## src/hw/rtl/hlxfr_pkg.sv

```systemverilog
// Shared types and constants for the frame receiver.
// Depends on nothing.
package hlxfr_pkg;

    // Header and separator characters
    localparam logic [7:0] CHAR_U     = 8'h55;
    localparam logic [7:0] CHAR_N     = 8'h4E;
    localparam logic [7:0] CHAR_E     = 8'h45;
    localparam logic [7:0] CHAR_R     = 8'h52;
    localparam logic [7:0] CHAR_COLON = 8'h3A;

    // XOR of the fixed header bytes and the colon
    localparam logic [7:0] HDR_XOR = CHAR_U ^ CHAR_N ^ CHAR_E ^ CHAR_R ^ CHAR_COLON;

    // Result kinds
    typedef enum logic [1:0] {
        KIND_CMD  = 2'd0,
        KIND_DATA = 2'd1,
        KIND_OK   = 2'd2,
        KIND_BAD  = 2'd3
    } kind_t;

    // Buffered input transaction handed to the parser
    typedef struct packed {
        logic       valid;
        logic [7:0] data;
    } rx_slot_t;

endpackage

```

## src/hw/rtl/hlxfr_in_stage.sv

```systemverilog
// Input register for received bytes.
// Depends on hlxfr_pkg.
module hlxfr_in_stage
    import hlxfr_pkg::*;
(
    input  logic       aclk,
    input  logic       aresetn,
    input  logic       s_valid,
    output logic       s_ready,
    input  logic [7:0] s_rx_byte,
    output rx_slot_t   slot,
    input  logic       take
);

    logic       valid_reg;
    logic       valid_next;
    logic [7:0] data_reg;
    logic [7:0] data_next;

    // Accept when empty or when the held byte leaves this cycle
    assign s_ready = !valid_reg || take;

    always_comb begin
        valid_next = valid_reg && !take;
        data_next  = data_reg;
        if (s_valid && s_ready) begin
            valid_next = 1'b1;
            data_next  = s_rx_byte;
        end
    end

    always_ff @(posedge aclk) begin
        if (!aresetn) begin
            valid_reg <= 1'b0;
        end else begin
            valid_reg <= valid_next;
        end
        data_reg <= data_next;
    end

    assign slot.valid = valid_reg;
    assign slot.data  = data_reg;

endmodule

```

## src/hw/rtl/hlxfr_parser.sv

```systemverilog
// Frame parser state machine with the result register.
// Depends on hlxfr_pkg.
module hlxfr_parser
    import hlxfr_pkg::*;
(
    input  logic       aclk,
    input  logic       aresetn,
    input  rx_slot_t   slot,
    output logic       take,
    output logic       m_valid,
    input  logic       m_ready,
    output logic [7:0] m_out_byte,
    output logic [1:0] m_kind
);

    typedef enum logic [2:0] {
        PH_U       = 3'd0,
        PH_N       = 3'd1,
        PH_E       = 3'd2,
        PH_R       = 3'd3,
        PH_LEN     = 3'd4,
        PH_COLON   = 3'd5,
        PH_PAYLOAD = 3'd6
    } phase_t;

    phase_t     phase_reg, phase_next;
    logic [7:0] remaining_reg, remaining_next;
    logic [7:0] xor_reg, xor_next;
    logic       have_cmd_reg, have_cmd_next;
    logic       m_valid_reg, m_valid_next;
    logic [7:0] m_byte_reg, m_byte_next;
    kind_t      m_kind_reg, m_kind_next;
    logic [7:0] b;

    // Consume a byte whenever the result register is free or draining
    assign take = slot.valid && (!m_valid_reg || m_ready);
    assign b    = slot.data;

    // Next-state and result logic for one byte
    always_comb begin
        phase_next     = phase_reg;
        remaining_next = remaining_reg;
        xor_next       = xor_reg;
        have_cmd_next  = have_cmd_reg;
        m_valid_next   = m_valid_reg && !m_ready;
        m_byte_next    = m_byte_reg;
        m_kind_next    = m_kind_reg;
        if (take) begin
            unique case (phase_reg)
                PH_N: begin
                    phase_next = (b == CHAR_N) ? PH_E : PH_U;
                end
                PH_E: begin
                    phase_next = (b == CHAR_E) ? PH_R : PH_U;
                end
                PH_R: begin
                    phase_next = (b == CHAR_R) ? PH_LEN : PH_U;
                end
                PH_LEN: begin
                    remaining_next = b;
                    xor_next       = HDR_XOR ^ b;
                    have_cmd_next  = 1'b0;
                    phase_next     = PH_COLON;
                end
                PH_COLON: begin
                    phase_next = (b == CHAR_COLON) ? PH_PAYLOAD : PH_U;
                end
                PH_PAYLOAD: begin
                    m_valid_next = 1'b1;
                    if (remaining_reg > 8'd1) begin
                        // command or data byte streams straight out
                        m_byte_next    = b;
                        m_kind_next    = have_cmd_reg ? KIND_DATA : KIND_CMD;
                        have_cmd_next  = 1'b1;
                        xor_next       = xor_reg ^ b;
                        remaining_next = remaining_reg - 8'd1;
                    end else begin
                        // checksum byte: verdict needs a command byte too
                        m_byte_next = 8'd0;
                        m_kind_next = (xor_reg == b && have_cmd_reg) ? KIND_OK : KIND_BAD;
                        phase_next  = PH_U;
                    end
                end
                default: begin
                    // hunting for the first header byte; unused code lands here too
                    phase_next = (b == CHAR_U) ? PH_N : PH_U;
                end
            endcase
        end
    end

    always_ff @(posedge aclk) begin
        if (!aresetn) begin
            phase_reg     <= PH_U;
            remaining_reg <= 8'd0;
            xor_reg       <= 8'd0;
            have_cmd_reg  <= 1'b0;
            m_valid_reg   <= 1'b0;
        end else begin
            phase_reg     <= phase_next;
            remaining_reg <= remaining_next;
            xor_reg       <= xor_next;
            have_cmd_reg  <= have_cmd_next;
            m_valid_reg   <= m_valid_next;
        end
        m_byte_reg <= m_byte_next;
        m_kind_reg <= m_kind_next;
    end

    assign m_valid    = m_valid_reg;
    assign m_out_byte = m_byte_reg;
    assign m_kind     = m_kind_reg;

endmodule

```

## src/hw/rtl/header_length_xor_frame_receiver_core.sv

```systemverilog
// Frame receiver: input register, then parser and result register.
// Path: the byte is registered in the input register, then its result in the result register.
// Throughput: one byte per cycle while the result side is free; a stalled result holds the input.
// A byte that yields no result still passes through the input register.
// Reset (aresetn low, synchronous) empties both registers and restarts the header hunt.
module header_length_xor_frame_receiver_core
    import hlxfr_pkg::*;
(
    input  logic       aclk,
    input  logic       aresetn,
    input  logic       s_valid,
    output logic       s_ready,
    input  logic [7:0] s_rx_byte,
    output logic       m_valid,
    input  logic       m_ready,
    output logic [7:0] m_out_byte,
    output logic [1:0] m_kind
);

    rx_slot_t slot;
    logic     take;

    // Input register
    hlxfr_in_stage u_in (
        .aclk      (aclk),
        .aresetn   (aresetn),
        .s_valid   (s_valid),
        .s_ready   (s_ready),
        .s_rx_byte (s_rx_byte),
        .slot      (slot),
        .take      (take)
    );

    // Parser and result register
    hlxfr_parser u_parser (
        .aclk       (aclk),
        .aresetn    (aresetn),
        .slot       (slot),
        .take       (take),
        .m_valid    (m_valid),
        .m_ready    (m_ready),
        .m_out_byte (m_out_byte),
        .m_kind     (m_kind)
    );

endmodule

```

## config.mk

```make
export PLATFORM = sky130hd
export DESIGN_NAME = header_length_xor_frame_receiver_core
export DESIGN_NICKNAME = d
export VERILOG_FILES = /design/src/hw/rtl/hlxfr_pkg.sv /design/src/hw/rtl/hlxfr_in_stage.sv /design/src/hw/rtl/hlxfr_parser.sv /design/src/hw/rtl/header_length_xor_frame_receiver_core.sv
export SDC_FILE = /design/constraint.sdc
export NUM_CORES = 1
export LEC_CHECK = 0
export ABC_CLOCK_PERIOD_IN_PS = 3000
export BUFFER_PORTS_ARGS = -buffer_cell sky130_fd_sc_hd__buf_2
export CORE_MARGIN = 3
export CORE_UTILIZATION = 40
export DETAILED_ROUTE_END_ITERATION = 10
export MAX_ROUTING_LAYER = met4
export PLACE_DENSITY_LB_ADDON = 0.3
export SLEW_MARGIN = 20
export SYNTH_ARGS = -nofsm -noshare
export SYNTH_HDL_FRONTEND = slang
export SYNTH_HIERARCHICAL = 1
export SYNTH_SLANG_ARGS = --single-unit
```

## constraint.sdc

```tcl
create_clock -name aclk -period 3 [get_ports aclk]
set_clock_uncertainty 0.15 [all_clocks]
set_input_delay 0.3 -clock aclk [delete_from_list [all_inputs] [get_ports aclk]]
set_output_delay 0.3 -clock aclk [all_outputs]
set_load 0.03 [all_outputs]
```

**Word level (Yosys, flattened, before mapping)**

Index checks and enable logic that the tools add are counted.

- Add/subtract/negate cells: 1
- Order comparisons: 1
- Equal/unequal tests: 14
- Muxes and demuxes: 19
- Bitwise gates (word level): 2
- Reduce and logical (&&, ||, !) cells: 15

Operators with widths:

| operator | number |
|---|---|
| 8-bit by 7-bit equality test with 1-bit output (second input constant) | 4 |
| 8-bit one-hot mux with 2 select lines | 2 |
| 3-bit one-hot mux with 6 select lines | 1 |
| 8-bit 2-to-1 mux | 2 |
| 3-bit equality test (second input constant) | 3 |
| 3-bit 2-to-1 mux | 3 |
| 8-bit by 6-bit equality test with 1-bit output (second input constant) | 1 |
| 8-bit equality test | 1 |
| 8-bit by 1-bit greater-than comparator with 1-bit output (second input constant) | 1 |
| 8-bit by 1-bit subtractor with 8-bit output (second input constant) | 1 |
| 8-bit XOR | 1 |
| 1-bit 2-to-1 mux | 7 |
| 3-bit by 2-bit equality test with 1-bit output (second input constant) | 2 |
| 2-bit 2-to-1 mux | 3 |
| 1-bit logical AND | 5 |
| 1-bit logical NOT | 4 |
| 4-bit inverter | 1 |
| 2-bit AND reduction | 2 |
| 3-bit by 1-bit equality test with 1-bit output (second input constant) | 1 |
| 3-bit AND reduction | 1 |
| 1-bit logical OR | 2 |
| 2-bit by 1-bit inequality test with 1-bit output (second input constant) | 1 |
| 2-bit inequality test (second input constant) | 1 |
| 1-bit one-hot mux with 2 select lines | 1 |
| 2-bit nonzero test | 1 |

- Register bits after elaboration: 40
- Input bits: 12
- Output and inout bits: 12

**Logic depth before layout (Yosys ltp)**

- Word-level depth: 6
- Depth in mapped cells: 7

**Hierarchy**

The synthesis kept the hierarchy.

By module, submodules not included:

| module | times used | cells each | area each (µm²) | sequential area each (µm²) |
|---|---|---|---|---|
| hlxfr_parser | 1 | 218 | 1880.6 | 720.7 |
| hlxfr_in_stage | 1 | 14 | 305.3 | 260.2 |

**Least setup slack after synthesis**

No wires, ideal clock.

- Path type: register -> register
- Start point: register u_parser.remaining_reg[0]
- End point: register u_parser.xor_reg[2]
- Data arrival time: 1.881 ns
- Required time: 2.780 ns
- Slack: 0.899 ns
- Stages on the path, launching flop included: 7
- Path through: dfxtp_1 > inv_1 > ha_1 > nor2_1 > nor4b_4 > or4b_2 > a21oi_1

- Cells in the longest elaborated chain, start to end: 3

RTL lines:

| element | line | RTL |
|---|---|---|
| start, declared | hlxfr_parser.sv:27 | `logic [7:0] remaining_reg, remaining_next;` |
| start signal, assigned | hlxfr_parser.sv:101 | `remaining_reg <= remaining_next;` |
| 8-bit by 1-bit greater-than comparator with 1-bit output | hlxfr_parser.sv:70 | `if (remaining_reg > 8'd1) begin` |
| 2-bit by 1-bit inequality test with 1-bit output (no line) | n/a |  |
| 3-bit AND reduction (no line) | n/a |  |
| end signal, assigned | hlxfr_parser.sv:102 | `xor_reg <= xor_next;` |
| end, declared | hlxfr_parser.sv:28 | `logic [7:0] xor_reg, xor_next;` |

No other way between the ends.
A chain may end at the register's enable or synchronous reset.

**Worst setup path after layout**

Same ends and word-level chain as after synthesis.

==> run_results.csv <==
group,metric,value,unit
outcome,status,"complete, no violations",
power_and_ir_drop,p_leak,0.896,nW
yosys,synthCells,232,
yosys,synth-seq-cells,40,
timing,setup_tns,0,ps
timing,max-slew-margin-rel,58.0,%
cts,cts.sinks,40,
detailed_routing,wl_met1,2.28,mm
layout,fin_nets,261,
detailed_routing,wirelength,4.96,mm
floorplan,die_area,6390,um^2
yosys,synth_largest_area_cell,"edfxtp_1",
yosys,synth-edff-count,18,
hold_path,holdCritPathClass,"in2reg",
floorplan,start_util,42.0,%
detailed_routing,ant_nets,0,
cts,clk_pin_slew,90,ps
yosys,synth_most_common_cell,"dfxtp_1",
timing,period_share,79.4,%
layout,final_cells,318,
power_and_ir_drop,vdd.ir_drop.worst,256,uV
global_route,antenna_found_initial,0,
yosys,yosys_warnings,6,
global_route,grt_pass1_vias,1711,
global_route,grt-ovfl-total,0,
detailed_routing,via_per_inst,5.69,
yosys,synth-main-ff-cell,"dfxtp_1",
global_route,grt_max_degree,26,
power_and_ir_drop,power_density,462,nW/um^2
timing,max_freq,420,MHz
cts,clkLatencyLatePin,290,ps
global_route,grtUsageTotal,17.3,%
setup_path,required,3080,ps
yosys,netlist.area_leader.share,24.7,%
detailed_routing,highest_layer,"met4",
floorplan,die_height,79.9,um
yosys,async_flop_share,0,%
global_route,grt_pass1_wl,8.31,mm
power_and_ir_drop,p_int,864,uW
floorplan,die_x,79.9,um
detailed_routing,vias,1810,
timing,post-route-min-period,2380,ps
cts,cts_buffer_depth,2,
floorplan,std_cell_rows,26,
power_and_ir_drop,comb_power_share,6.6,%
cts,cts_root_buffer,"clkbuf_8",
detailed_routing,drc,0,
yosys,synth_common_cells,"22 x dfxtp_1, 18 x edfxtp_1, 18 x nand2_1",
detailed_routing,dr.pass1.iters,4,
detailed_routing,routed-wl-met3,343,um
cts,cts_tree,"built",
cts,cts-buffers-inserted,5,
floorplan,coreArea,5200,um^2
cts,cts_setup_buffers,0,
yosys,yosysUniqueCellTypes,52,
yosys,netlist_area,2190,um^2
detailed_routing,routedWlPerCell,15.6,um
layout,post-route-util,46.9,%
detailed_routing,drtIter0Drc,156,
timing,worst_pin_slew,627,ps
placed_design,post-place-ws,662,ps
placed_design,place.gp.congestion,0.846,
power_and_ir_drop,p_seq_share,53.5,%
setup_path,crit_fanout,11,
timing,setup_viol,0,
yosys,synth_nets,246,
yosys,synth_area_per_cell,9.42,um^2
cts,htree_levels,2,
yosys,synthTopCellsByArea,"edfxtp_1 25%, dfxtp_1 20%, a21oi_1 3.4%, o31ai_1 3.4%, nand2_1 3.1%",
yosys,ys_seq_area_share,44.9,%
layout,antenna_cells,0,
layout,drive_above_1_share,19.0,%
placed_design,dp_cells,310,
power_and_ir_drop,pwr-share-clk,39.9,%
timing,hold_viol,0,
job,max-cap-violations,0,
power_and_ir_drop,switching_share,23.4,%
timing,setup_ws,618,ps
placed_design,port_buffers,23,
setup_path,cp_data_arrival_time,2470,ps
setup_path,critPathLaunchType,"flop",
power_and_ir_drop,switching_power,265,uW
cts,post_cts_resized,0,
detailed_routing,dr_wl_met2,2.25,mm
floorplan,ios,24,
timing,slew_viol_final,0,
setup_path,cp-end-kind,"flop",
placed_design,hpwl,3.34,mm
power_and_ir_drop,design_power_total,1.13,mW
layout,syn_to_final_growth,11.7,%
setup_path,path_class,"reg2reg",
timing,grt_setup_unrepaired,"false",
cts,ctsHoldBuffers,0,
==> power groups by stage <==
stage | logic, mW | registers, mW | clock network (mW)
2_1_floorplan | 0.0659 | 0.600 | 0
3_3_place_gp | 0.0741 | 0.616 | 0
3_5_place_dp | 0.0745 | 0.616 | 0
4_1_cts | 0.0749 | 0.603 | 0.463
5_1_grt | 0.0830 | 0.607 | 0.489
6_report | 0.0746 | 0.604 | 0.450
==> metrics by stage <==
stage,hold slack [ps],area (um^2)
floorplan,249,2190
global placement,326,2330
finish,27.5,2440
CTS,20.7,2440
global route,13.1,2440
detailed placement,325,2330
==> worst paths after layout <==
kind / startpoint / to / slack, ps / cells after the start
worst max-delay path: u_parser/remaining_reg[0] / u_parser/xor_reg[2] / 620 / 6
worst min-delay path: s_rx_byte[4] / u_in/data_reg[4] / 30 / 1
worst max register to register: u_parser/remaining_reg[0] / u_parser/xor_reg[2] / 620 / 6
worst min register to register: u_parser/remaining_reg[6] / u_parser/remaining_reg[6] / 330 / 2
==> worst max-delay path, stage by stage, from the launching register on <==
cell	delay, ps
dfxtp_1	440
inv_1	80
ha_1	250
nor2_1	380
nor4b_4	170
or4b_2	690
a21oi_1	160
==> metal layers <==
| layer | GRT usage, % | vias to the layer above |
|---|---|---|
| met1 | 22.0 | 853 |
| met4 | 6.42 | 0 |
| met5 | - | - |
| li1 | - | 893 |
| met3 | 4.06 | 7 |
| met2 | 26.8 | 57 |
==> placed cells by master, fill, tap and decap left out, drive strengths merged, types with 6 or more instances in the layout <==
cell type / netlist / routed
nor4: 6 / 6
buf: 5 / 29
nor3b: 7 / 7
dfxtp: 22 / 22
nor2: 15 / 15
inv: 12 / 13
nor2b: 7 / 7
nand2: 18 / 18
a21oi: 15 / 15
o311ai: 6 / 6
o31ai: 10 / 10
o21ai: 11 / 11
edfxtp: 18 / 18
==> final cells by class <==
type                    instances  area, um^2
clock buffers                   5        68.8
clock inverters                 3        46.3
fillers                       513        2760
inverters                      12        45.0
multi-input cells             159        1050
flip-flops and latches         40         981
well taps                      70        87.6
repair buffers                 29         160
==> cells by family after synthesis <==
logic type / after synthesis / synth area share [%]
AOI/OAI and AO/OA: 65 / 21.0
xor gates and xnor gates: 8 / 3.21
adders and majority gates: 2 / 1.14
buffers and inverters: 33 / 6.93
DFF: 40 / 44.9
muxes: 1 / 0.458
and+or+nand+nor: 83 / 22.4
Note: power is estimated with default switching activity, not from simulation.
